## src/rtl/core/vcpd_pkg.sv

```systemverilog
// shared types, codes and constants of the video cell pixel decoder
package vcpd_pkg;

  typedef struct packed {
    logic       new_mode_enable;
    logic [1:0] new_screen;
    logic [2:0] color_set;
    logic       four_color;
  } vcpd_cfg_t;

  typedef struct packed {
    logic [13:0]     font_addr;
    logic [3:0]      span;
    logic            short_run;
    logic [7:0][2:0] pal;
    logic [7:0][4:0] idx;
  } vcpd_job_t;

  // configuration register indexes
  localparam logic [1:0] REG_NEW_MODE_ENABLE = 2'd0;
  localparam logic [1:0] REG_NEW_SCREEN      = 2'd1;
  localparam logic [1:0] REG_COLOR_SET       = 2'd2;
  localparam logic [1:0] REG_FOUR_COLOR      = 2'd3;

  // palette selects
  localparam logic [2:0] PAL_MAIN    = 3'd0;
  localparam logic [2:0] PAL_TEXT    = 3'd1;
  localparam logic [2:0] PAL_SEMI    = 3'd2;
  localparam logic [2:0] PAL_COLOR   = 3'd3;
  localparam logic [2:0] PAL_MONO    = 3'd4;
  localparam logic [2:0] PAL_FOUR    = 3'd5;
  localparam logic [2:0] PAL_NEW_GFX = 3'd6;

  // old graphics submodes
  localparam logic [2:0] SUB_TEXT      = 3'd0;
  localparam logic [2:0] SUB_C64_M128  = 3'd1;
  localparam logic [2:0] SUB_C128X64   = 3'd2;
  localparam logic [2:0] SUB_M128X96   = 3'd3;
  localparam logic [2:0] SUB_C128X96   = 3'd4;
  localparam logic [2:0] SUB_M128X192  = 3'd5;
  localparam logic [2:0] SUB_C128_M256 = 3'd6;

  // new screen codes
  localparam logic [1:0] SCREEN_TEXT = 2'd0;
  localparam logic [1:0] SCREEN_FOUR = 2'd1;

  // host pixel spans
  localparam logic [3:0] SPAN_2 = 4'd2;
  localparam logic [3:0] SPAN_4 = 4'd4;
  localparam logic [3:0] SPAN_8 = 4'd8;

  // glyph rom bases
  localparam logic [13:0] FONT_SEMI_BASE  = 14'h1000;
  localparam logic [13:0] FONT_GRAPH_BASE = 14'h2000;

  localparam logic [4:0] IDX_SEMI_BG = 5'd8;

  function automatic logic [2:0] submode_of(input logic [7:0] attr);
    logic [2:0] s;
    s = SUB_TEXT;
    if (attr[7]) begin
      unique case (attr[4:2])
        3'b000, 3'b100: s = SUB_C64_M128;
        3'b010:         s = SUB_C128X64;
        3'b110:         s = SUB_M128X96;
        3'b001:         s = SUB_C128X96;
        3'b101:         s = SUB_M128X192;
        default:        s = SUB_C128_M256;
      endcase
    end
    return s;
  endfunction

endpackage

```

## src/rtl/core/vcpd_cfg.sv

```systemverilog
// apb configuration registers
module vcpd_cfg
  import vcpd_pkg::*;
(
  input  logic        clk,
  input  logic        rst,
  input  logic        psel,
  input  logic        penable,
  input  logic        pwrite,
  input  logic [3:0]  paddr,
  input  logic [31:0] pwdata,
  output logic [31:0] prdata,
  output logic        pready,
  output vcpd_cfg_t   cfg
);

  logic       wr;
  logic [1:0] reg_idx;

  assign pready  = 1'b1;
  assign wr      = psel && penable && pwrite;
  assign reg_idx = paddr[3:2];

  always_ff @(posedge clk) begin
    if (rst) begin
      cfg <= '0;
    end else if (wr) begin
      unique case (reg_idx)
        REG_NEW_MODE_ENABLE: cfg.new_mode_enable <= pwdata[0];
        REG_NEW_SCREEN:      cfg.new_screen      <= pwdata[1:0];
        REG_COLOR_SET:       cfg.color_set       <= pwdata[2:0];
        REG_FOUR_COLOR:      cfg.four_color      <= pwdata[0];
        default: ;
      endcase
    end
  end

  always_comb begin
    prdata = '0;
    unique case (reg_idx)
      REG_NEW_MODE_ENABLE: prdata = {31'b0, cfg.new_mode_enable};
      REG_NEW_SCREEN:      prdata = {30'b0, cfg.new_screen};
      REG_COLOR_SET:       prdata = {29'b0, cfg.color_set};
      REG_FOUR_COLOR:      prdata = {31'b0, cfg.four_color};
      default:             prdata = '0;
    endcase
  end

endmodule

```

## src/rtl/core/vcpd_front.sv

```systemverilog
// front end: submode latch and cell classification into a pixel job
module vcpd_front
  import vcpd_pkg::*;
(
  input  logic       clk,
  input  logic       rst,
  input  logic       accept,
  input  vcpd_cfg_t  cfg,
  input  logic       frame_start,
  input  logic [7:0] attr_byte,
  input  logic [7:0] data_byte,
  input  logic [7:0] glyph_row,
  input  logic [3:0] row_in_char,
  output vcpd_job_t  job
);

  typedef enum logic [2:0] {
    RUN_GLYPH,
    RUN_PAIR,
    RUN_BIT,
    RUN_NEW4,
    RUN_NEW2
  } run_t;

  logic [2:0]  old_submode;
  logic [2:0]  sub;
  run_t        run;
  logic [13:0] addr;
  logic [13:0] row_ext;
  logic [2:0]  fpal, bpal, gpal;
  logic [4:0]  fidx, bidx, base, cbase;
  logic [3:0]  span, fm_span4, fm_spanm;
  logic        fm;

  always_ff @(posedge clk) begin
    if (rst) begin
      old_submode <= SUB_TEXT;
    end else if (accept && frame_start) begin
      old_submode <= submode_of(attr_byte);
    end
  end

  assign row_ext = {10'b0, row_in_char};
  assign cbase   = {2'b0, attr_byte[1], 2'b0};

  always_comb begin
    sub      = frame_start ? submode_of(attr_byte) : old_submode;
    run      = RUN_GLYPH;
    addr     = '0;
    fpal     = PAL_MAIN;
    bpal     = PAL_MAIN;
    gpal     = PAL_MAIN;
    fidx     = '0;
    bidx     = '0;
    base     = '0;
    span     = SPAN_2;
    fm       = 1'b0;
    fm_span4 = SPAN_8;
    fm_spanm = SPAN_4;
    if (!cfg.new_mode_enable) begin
      if (sub == SUB_TEXT) begin
        run = RUN_GLYPH;
        if (attr_byte[6]) begin
          fpal = PAL_SEMI;
          bpal = PAL_MAIN;
          bidx = IDX_SEMI_BG;
          if (attr_byte[5]) begin
            addr = {4'b0, data_byte[5:0], 4'b0} + FONT_SEMI_BASE + row_ext;
            fidx = {2'b0, attr_byte[1], data_byte[7:6]};
          end else begin
            addr = {6'b0, data_byte[3:0], 4'b0} + FONT_GRAPH_BASE + row_ext;
            fidx = {2'b0, data_byte[6:4]};
          end
        end else begin
          fpal = PAL_TEXT;
          bpal = PAL_TEXT;
          fidx = {3'b0, attr_byte[1:0]};
          bidx = {3'b0, attr_byte[1:0] ^ 2'b01};
          addr = {2'b0, data_byte, 4'b0} + row_ext;
        end
      end else begin
        run  = RUN_PAIR;
        gpal = PAL_COLOR;
        base = cbase;
        unique case (sub)
          SUB_C64_M128: begin
            fm   = attr_byte[4];
            span = SPAN_8;
          end
          SUB_C128X64, SUB_C128X96: begin
            span = SPAN_4;
          end
          SUB_M128X96, SUB_M128X192: begin
            fm = 1'b1;
          end
          default: begin
            fm       = attr_byte[4];
            span     = SPAN_4;
            fm_span4 = SPAN_4;
            fm_spanm = SPAN_2;
          end
        endcase
        if (fm) begin
          if (cfg.four_color) begin
            run  = RUN_PAIR;
            gpal = PAL_FOUR;
            base = cbase;
            span = fm_span4;
          end else begin
            run  = RUN_BIT;
            gpal = PAL_MONO;
            base = {3'b0, attr_byte[1], 1'b0};
            span = fm_spanm;
          end
        end
      end
    end else if (cfg.new_screen == SCREEN_TEXT) begin
      run  = RUN_GLYPH;
      addr = {2'b0, data_byte, 4'b0} + (attr_byte[7] ? FONT_SEMI_BASE : 14'd0) + row_ext;
      fpal = PAL_MAIN;
      bpal = PAL_MAIN;
      fidx = {1'b0, attr_byte[3:0]};
      bidx = {1'b0, cfg.color_set[1], attr_byte[6:4]};
    end else if (cfg.new_screen == SCREEN_FOUR) begin
      run  = RUN_NEW4;
      gpal = PAL_NEW_GFX;
      span = SPAN_4;
    end else begin
      run  = RUN_NEW2;
      gpal = PAL_NEW_GFX;
      span = SPAN_2;
    end
  end

  always_comb begin
    job.font_addr = addr;
    job.span      = span;
    job.short_run = (run == RUN_PAIR) || (run == RUN_NEW4);
    for (int k = 0; k < 8; k++) begin
      job.pal[k] = gpal;
      job.idx[k] = '0;
      unique case (run)
        RUN_GLYPH: begin
          job.pal[k] = glyph_row[7-k] ? fpal : bpal;
          job.idx[k] = glyph_row[7-k] ? fidx : bidx;
        end
        RUN_PAIR: job.idx[k] = base | {3'b0, data_byte[7-2*(k%4) -: 2]};
        RUN_BIT:  job.idx[k] = base | {4'b0, data_byte[7-k]};
        RUN_NEW4: job.idx[k] = {cfg.color_set[2], data_byte[7-2*(k%4) -: 2],
                                attr_byte[7-2*(k%4) -: 2]};
        default:  job.idx[k] = {cfg.color_set, data_byte[7-k], attr_byte[7-k]};
      endcase
    end
  end

endmodule

```

## src/rtl/core/vcpd_queue.sv

```systemverilog
// short job queue between front and back
module vcpd_queue
  import vcpd_pkg::*;
#(
  parameter int DEPTH = 2
) (
  input  logic      clk,
  input  logic      rst,
  input  logic      push,
  input  vcpd_job_t push_job,
  input  logic      pop,
  output vcpd_job_t head,
  output logic      full,
  output logic      empty
);

  localparam int AW = (DEPTH > 1) ? $clog2(DEPTH) : 1;
  localparam int CW = $clog2(DEPTH + 1);
  localparam logic [AW-1:0] LAST_PTR = AW'(DEPTH - 1);
  localparam logic [CW-1:0] FULL_CNT = CW'(DEPTH);

  vcpd_job_t     entries [DEPTH];
  logic [AW-1:0] wr_ptr, rd_ptr;
  logic [CW-1:0] count;

  assign full  = (count == FULL_CNT);
  assign empty = (count == '0);
  assign head  = entries[rd_ptr];

  always_ff @(posedge clk) begin
    if (push) begin
      entries[wr_ptr] <= push_job;
    end
  end

  always_ff @(posedge clk) begin
    if (rst) begin
      wr_ptr <= '0;
      rd_ptr <= '0;
      count  <= '0;
    end else begin
      if (push) begin
        wr_ptr <= (wr_ptr == LAST_PTR) ? '0 : wr_ptr + 1'b1;
      end
      if (pop) begin
        rd_ptr <= (rd_ptr == LAST_PTR) ? '0 : rd_ptr + 1'b1;
      end
      if (push && !pop) begin
        count <= count + 1'b1;
      end else if (pop && !push) begin
        count <= count - 1'b1;
      end
    end
  end

endmodule

```

## src/rtl/core/vcpd_back.sv

```systemverilog
// back end: serializes a job into pixels through the output register
module vcpd_back
  import vcpd_pkg::*;
(
  input  logic        clk,
  input  logic        rst,
  input  vcpd_job_t   head,
  input  logic        head_valid,
  output logic        pop,
  output logic        out_valid,
  input  logic        out_stall,
  output logic [13:0] font_addr,
  output logic [2:0]  palette_sel,
  output logic [4:0]  color_index,
  output logic [3:0]  pixel_span,
  output logic        last_pixel
);

  logic [2:0] ptr;
  logic       load;
  logic       at_last;

  assign load    = head_valid && (!out_valid || !out_stall);
  assign at_last = head.short_run ? (ptr == 3'd3) : (ptr == 3'd7);
  assign pop     = load && at_last;

  always_ff @(posedge clk) begin
    if (rst) begin
      ptr       <= '0;
      out_valid <= 1'b0;
    end else begin
      if (load) begin
        out_valid <= 1'b1;
        ptr       <= at_last ? 3'd0 : ptr + 3'd1;
      end else if (!out_stall) begin
        out_valid <= 1'b0;
      end
    end
  end

  always_ff @(posedge clk) begin
    if (load) begin
      font_addr   <= head.font_addr;
      palette_sel <= head.pal[ptr];
      color_index <= head.idx[ptr];
      pixel_span  <= head.span;
      last_pixel  <= at_last;
    end
  end

endmodule

```

## src/rtl/core/video_cell_pixel_decoder_core.sv

```systemverilog
// top level of the video cell pixel decoder
//
//  channel  | handshake             | payload
//  ---------+-----------------------+------------------------------------------------
//  cell in  | in_valid / in_stall   | frame_start attr_byte data_byte glyph_row row_in_char
//  pixel out| out_valid / out_stall | font_addr palette_sel color_index pixel_span last_pixel
//  config   | psel penable pwrite   | paddr pwdata prdata pready
//
// a text or two-color cell gives 8 pixels at the output, a four-color or pair cell 4;
// the pixel serializer sends one pixel a cycle while out_stall does not hold it
// cells enter one per cycle while the job queue (QUEUE_DEPTH entries) has room
// synchronous active-high reset clears config, submode latch, queue and output valid
// out_stall holds the current pixel; the queue fills and then raises in_stall
module video_cell_pixel_decoder_core
  import vcpd_pkg::*;
#(
  parameter int QUEUE_DEPTH = 2
) (
  input  logic        clk,
  input  logic        rst,
  input  logic        in_valid,
  output logic        in_stall,
  input  logic        frame_start,
  input  logic [7:0]  attr_byte,
  input  logic [7:0]  data_byte,
  input  logic [7:0]  glyph_row,
  input  logic [3:0]  row_in_char,
  output logic        out_valid,
  input  logic        out_stall,
  output logic [13:0] font_addr,
  output logic [2:0]  palette_sel,
  output logic [4:0]  color_index,
  output logic [3:0]  pixel_span,
  output logic        last_pixel,
  input  logic        psel,
  input  logic        penable,
  input  logic        pwrite,
  input  logic [3:0]  paddr,
  input  logic [31:0] pwdata,
  output logic [31:0] prdata,
  output logic        pready
);

  vcpd_cfg_t cfg;
  vcpd_job_t job;
  vcpd_job_t head;
  logic      q_push, q_pop, q_full, q_empty;

  assign in_stall = q_full;
  assign q_push   = in_valid && !q_full;

  vcpd_cfg u_cfg (
    .clk     (clk),
    .rst     (rst),
    .psel    (psel),
    .penable (penable),
    .pwrite  (pwrite),
    .paddr   (paddr),
    .pwdata  (pwdata),
    .prdata  (prdata),
    .pready  (pready),
    .cfg     (cfg)
  );

  vcpd_front u_front (
    .clk         (clk),
    .rst         (rst),
    .accept      (q_push),
    .cfg         (cfg),
    .frame_start (frame_start),
    .attr_byte   (attr_byte),
    .data_byte   (data_byte),
    .glyph_row   (glyph_row),
    .row_in_char (row_in_char),
    .job         (job)
  );

  vcpd_queue #(
    .DEPTH (QUEUE_DEPTH)
  ) u_queue (
    .clk      (clk),
    .rst      (rst),
    .push     (q_push),
    .push_job (job),
    .pop      (q_pop),
    .head     (head),
    .full     (q_full),
    .empty    (q_empty)
  );

  vcpd_back u_back (
    .clk         (clk),
    .rst         (rst),
    .head        (head),
    .head_valid  (!q_empty),
    .pop         (q_pop),
    .out_valid   (out_valid),
    .out_stall   (out_stall),
    .font_addr   (font_addr),
    .palette_sel (palette_sel),
    .color_index (color_index),
    .pixel_span  (pixel_span),
    .last_pixel  (last_pixel)
  );

  a_pop_nonempty: assert property (@(posedge clk) disable iff (rst)
    q_pop |-> !q_empty)
    else $error("job queue popped while empty");

  a_reset_idle: assert property (@(posedge clk)
    $past(rst) |-> !out_valid)
    else $error("output valid right after reset");

  a_span_legal: assert property (@(posedge clk) disable iff (rst)
    out_valid |-> (pixel_span == SPAN_2 || pixel_span == SPAN_4 || pixel_span == SPAN_8))
    else $error("illegal pixel span");

  a_pal_legal: assert property (@(posedge clk) disable iff (rst)
    out_valid |-> (palette_sel <= PAL_NEW_GFX))
    else $error("illegal palette select");

endmodule

```

## config.mk

```make
export PLATFORM = sky130hd
export DESIGN_NAME = video_cell_pixel_decoder_core
export DESIGN_NICKNAME = d
export VERILOG_FILES = /design/src/rtl/core/vcpd_pkg.sv /design/src/rtl/core/vcpd_cfg.sv /design/src/rtl/core/vcpd_front.sv /design/src/rtl/core/vcpd_queue.sv /design/src/rtl/core/vcpd_back.sv /design/src/rtl/core/video_cell_pixel_decoder_core.sv
export SDC_FILE = /design/constraint.sdc
export NUM_CORES = 1
export LEC_CHECK = 0
export BUFFER_PORTS_ARGS = -buffer_cell sky130_fd_sc_hd__clkbuf_2
export CORE_MARGIN = 3
export CORE_UTILIZATION = 43
export CTS_CLUSTER_SIZE = 30
export DETAILED_ROUTE_END_ITERATION = 10
export MAX_ROUTING_LAYER = met4
export PLACE_DENSITY = 0.66
export RECOVER_POWER = 50
export SLEW_MARGIN = 10
export SYNTH_ARGS = -nofsm -noshare
export SYNTH_HDL_FRONTEND = slang
export SYNTH_SLANG_ARGS = --single-unit
```

## constraint.sdc

```tcl
create_clock -name clk -period 4.1 [get_ports clk]
set_clock_uncertainty 0.15 [all_clocks]
set_input_delay 0.205 -clock clk [delete_from_list [all_inputs] [get_ports clk]]
set_output_delay 0.205 -clock clk [all_outputs]
set_load 0.05 [all_outputs]
```

After elaboration in Yosys (flattened, before gate mapping)
Memories as Yosys holds them, arrays and structs flattened. A register that Yosys moved wholly into a read port is not among the register bits. Cells that the tools add are included.

$mul: 0. Mux-type cells: 100. Reduce and logical (&&, ||, !) cells: 31. Shift-type cells: 0. Add/subtract/negate cells: 12. Order comparisons: 1. Equal/unequal tests: 21. Div/mod/pow operators: 0. Bitwise operators: 13.

Operators with widths (count): $pmux 5 s4 (8); $pmux 32 s4 (1); $mux 3 (38); $mux 5 (16); $mux 14 (5); $add 14x4->14 (3); $or 5x1->5 (8); $mux 4 (9); $or 5x2->5 (4); $eq 3x2->1 const B (6); $eq 3x3->1 const B (6); $bmux 5 s3 (1); $pmux 3 s5 (1); $add 10x13->14 const B (1); $add 12x14->14 (1); $add 8x14->14 const B (1); $add 12x4->13 (1); $mux 1 (13); $mux 13 (1); $bmux 3 s3 (1); $eq 3x1->1 const B (3); $logic_not 3->1 (3); $logic_and 1x1->1 (8); $mux 2 (4); 18 further kinds (35).

Flip-flop bits (word level): 45. Memory bits (read-only): 0. Bits of input ports: 72. Latch bits: 0. Bits in writable memories: 166. Logic and storage cells: 194. Memories kept: 1.

Memory list: u_queue.entries (depth 2, bits a word 83, read ports 1, clocked after memory_dff 1, write ports 1, line vcpd_queue.sv:22) `vcpd_job_t entries [DEPTH];`.

Depth between registers and ports, before layout
Word-level depth: 15. Gate-level depth with buffers: 9.

Cells and area by module
A second synthesis with hierarchy kept.

Cells, all modules: 729. Area, all modules: 10232.3 µm².

By module, submodules not included: vcpd_queue (cells each 280, area each 6218.5 µm², seq. area each 5084.9 µm², times used 1); vcpd_front (cells each 299, area each 1835.5 µm², seq. area each 60.1 µm², times used 1); vcpd_back (cells each 78, area each 1555.2 µm², seq. area each 890.9 µm², times used 1); vcpd_cfg (cells each 70, area each 605.6 µm², seq. area each 140.1 µm², times used 1); video_cell_pixel_decoder_core (cells each 2, area each 17.5 µm², seq. area each 0.0 µm², times used 1).

Least setup slack after synthesis
OpenSTA, ideal clock, no wires.

Kind: reg2reg. Start: reg u_queue.count[0]. End: mem u_queue.entries[0][0] (netlist bit), enable pin. Library setup time: 0.503 ns. Cell stages (with the launch flop): 4. Setup slack: -0.342 ns. Arrival: 3.789 ns. Path buffers: 0. Cell sequence: dfxtp_1 -> nand2b_1 -> and2_0 -> nor2b_1.

Longest elaborated chain between the ends: 5.

RTL lines: from (decl) (line vcpd_queue.sv:24) `logic [CW-1:0] count;`; from (signal assigned) (line vcpd_queue.sv:49) `count <= count + 1'b1;`; from (signal assigned) (line vcpd_queue.sv:51) `count <= count - 1'b1;`; $eq 2x2->1 (line vcpd_queue.sv:26) `assign full = (count == FULL_CNT);`; $logic_not 1->1 (line video_cell_pixel_decoder_core.sv:50) `assign q_push = in_valid && !q_full;`; $logic_and 1x1->1 (line video_cell_pixel_decoder_core.sv:50); named net q_push (line video_cell_pixel_decoder_core.sv:47) `logic q_push, q_pop, q_full, q_empty;`; $mux 1 (line vcpd_queue.sv:31) `if (push) begin`; $mux 1 (not written as such) (line vcpd_queue.sv:32) `entries[wr_ptr] <= push_job;`; to (decl) (line vcpd_queue.sv:22).

The timed path passes the listed nets, and every way through them passes these cells.

==> impl_metrics.tcl <==
set metrics [dict create \
    htree_levels 4 \
    synthTopCellsByArea "edfxtp_1 55%, mux4_2 8.0%, dfxtp_1 4.3%, buf_4 3.0%, nand2_1 2.5%" \
    start_util 0.4447 \
    power.leakage_nw 3.551 \
    muxShareOfSynthArea 0.1143 \
    synth-simple-area-share 0.1047 \
    setup_viol 0 \
    cts.clk_slew.worst_paths_ps 70 \
    firstDrtPassIters 7 \
    syn_area_um2 8768 \
    drc_errors 0 \
    viasPerCell 5.645 \
    period_share 0.7948 \
    crit_type "reg -> reg" \
    ys_types 76 \
    synth_xor_area_frac 0.006992 \
    path_cells "nor4_1 > o211ai_1 > nor2_1 > o21ai_0 > o221ai_1 > o32a_1" \
    max_slew_margin -0.3051 \
    wirelength_um 19850 \
    crit_buf_inv 0 \
    crit_required_ps 4210 \
    fillers 1683 \
    clock_sinks 181 \
    antenna_cells 0 \
    dp_hpwl_um 13460 \
    place_area_um2 9190 \
    cts_hold_buffers 7 \
    drt_iter0_drc 462 \
    clkLatencyLatePin_ps 430 \
    synth_ff_type "edfxtp_1" \
    synth_top_area_share 0.5548 \
    cts_resized 0 \
    synth_edf_count 162 \
    grt_overflow 0 \
    via_count 5577 \
    rows 51 \
    gp_congestion 0.9175 \
    cts_max_path_buffers 2 \
    setup_tns_ps 0 \
    hold_viol_final 0 \
    irDropWorstVdd_uv 277.5 \
    hold_path.class "in -> reg" \
    synth.most_common_cell "edfxtp_1" \
    grt_pass1_vias 5635 \
    rsz0062_at_grt "no" \
    ioPinCount 134 \
    drive_gt1_frac 0.2075 \
    violations "max-capacitance violations, max-slew violations" \
    synth-seq-cells 181 \
    cap_violations 4 \
    grtUsageMet3 0.03981 \
    postRouteAntennaNets 0 \
    die_x_um 148.8 \
    cp_top_family "simple AND/OR/NAND/NOR gates" \
    synthArstFlopShare 0 \
    core_um2 19720 \
    crit_fanout 8 \
    synth_compound_area_frac 0.1130 \
    syn_avg_cell_area_um2 13.57 \
    period_minus_slack_ps 3259 \
    yosysSeqAreaShare 0.5982 \
    grtUsageMet2 0.3051 \
    clock.fmax_mhz 306.9 \
    yosys.area.top_type "edfxtp_1" \
    area_growth_pct 11.64 \
    cts_tree "built" \
    grt_max_degree 69 \
    endpoint_kind "flip-flop" \
    root_buffer "clkbuf_16" \
    die-area_um2 22140 \
    antenna_found_initial 0 \
    synth_top_family_by_area "multiplexers" \
    slowest_stage "nor4_1" \
    nets 786 \
    io_buffers 71 \
    powerDensity_nw_per_um2 509.3 \
    setup.worst_path.start_class "flip-flop" \
    syn_inst 646 \
    die_h_um 148.8 \
    design_area_um2 9789 \
    synth_fa_ha_area_frac 0.005708 \
    grt_use_total 0.1886 \
    drv_slew 149 \
    netlist_top_cells_count "162 x edfxtp_1, 59 x nand2_1, 51 x nor2_1, 35 x a21oi_1, 35 x buf_4" \
    arrival_ps 3370 \
    slowest_delay_ps 1270 \
    post_drt_wl_per_cell_um 20.09 \
    grt.met1_usage 0.2397 \
    tightest_slew_ps 1958 \
    numCtsBuffers 17 \
    post_cts_buffers 0 \
    status "finished, violations left" \
    grt.busiest_layer "met2" \
    grt_pass1_wl_um 30910 \
    ys_warn_count 0 \
]
## routing by layer
layer | wire length (um) | up-vias
li1 | - | 2529
met1 | 8165 | 2756
met2 | 9813 | 253
met3 | 1418 | 39
met4 | 454 | 0
met5 | 0 | -
## power by group
part	switching (W)	internal (W)	leakage, nW	total, W
registers	0.0000659	0.00232	1.69	0.00239
clock network	0.000693	0.000966	0.289	0.00166
logic	0.000666	0.000274	1.57	0.000940
## placed cells by master (no fill, tap or decap), types with 3 or more instances in the layout
master         netlist  routed
o32a_1              13      13
o21ai_0             23      24
conb_1               2      31
nand2_1             59      59
inv_1               12      13
o21bai_1             4       4
ha_1                 4       4
nor2_1              51      51
nand3_1              7       7
a21oi_1             35      35
a21o_1              11      11
o21ai_1              5       4
inv_6                0       4
clkbuf_1            18      33
mux2i_1              9       9
nand2b_1             4       4
nor3b_1              8       8
xnor2_1              4       4
nand3b_1             6       6
dfxtp_1             19      19
mux2_2              19      19
o22ai_1              3       3
o211ai_1             4       4
dlygate4sd3_1        0       7
clkbuf_16            0      17
mux4_2              31      31
bufinv_16            0       3
or3_1                6       6
and3_1               3       3
nor3_1              12      13
edfxtp_1           162     162
xor2_1               3       3
and4_1               8       8
o221ai_1             3       3
buf_4               35       4
clkbuf_2             1      43
## area by class of cell
class                           count  area, um2  share of cell area
Sequential cell                   181       5245              0.5358
Clock inverter                     14      172.7             0.01764
Multi-Input combinational cell    411       3127              0.3194
Tap cell                          265      331.6             0.03387
Clock buffer                       18      429.2             0.04384
Inverter                           13      48.80            0.004985
Timing Repair Buffer               86      435.4             0.04448
## stage by stage
stage                     utilization  setup slack (ps)  std cells  hold slack [ps]  total power (W)
final                          0.4965             841.4        988            24.16         0.004986
after global routing           0.4965             604.6        988            29.54         0.005186
after CTS                      0.5002              1377        988            2.400         0.005042
after detailed placement       0.4661              1266        949            322.8         0.003378
after global placement         0.4661              1334        949            300.5         0.003342
after floorplan                     -             951.9        675            202.2         0.003159
## path summary, 6_finish.rpt
| kind | from | end | slack, ps | cells after the start |
|---|---|---|---|---|
| max | u_front.old_submode[1] | u_queue.entries[0][5] | 840 | 6 |
| min | row_in_char[3] | u_queue.entries[0][72] | 20 | 2 |
| max reg2reg | u_front.old_submode[1] | u_queue.entries[0][5] | 840 | 6 |
| min reg2reg | u_back.out_valid | u_back.out_valid | 350 | 2 |
## registers in the layout, summed over array words and instances, names as in the netlist, named ones only
signal / count
u_queue.wr_ptr: 1
u_back.out_valid: 1
u_queue.count: 2
u_back.pixel_span: 3
u_back.palette_sel: 3
u_queue.rd_ptr: 1
u_back.last_pixel: 1
u_back.color_index: 5
u_front.old_submode: 3
u_back.font_addr: 14
u_cfg.cfg: 7
u_queue.entries: 136
u_back.ptr: 3
## logic make-up (layout without fill, tap and decap cells)
logic type | count (synthesis) | count (layout)
xor+xnor | 7 | 7
mux | 59 | 59
compound gates | 129 | 129
flops | 181 | 181
buf+inv | 83 | 131
fa+ha+maj | 4 | 4
other cells | 2 | 31
simple gates | 181 | 181
Power figures use the tool's default switching activity.
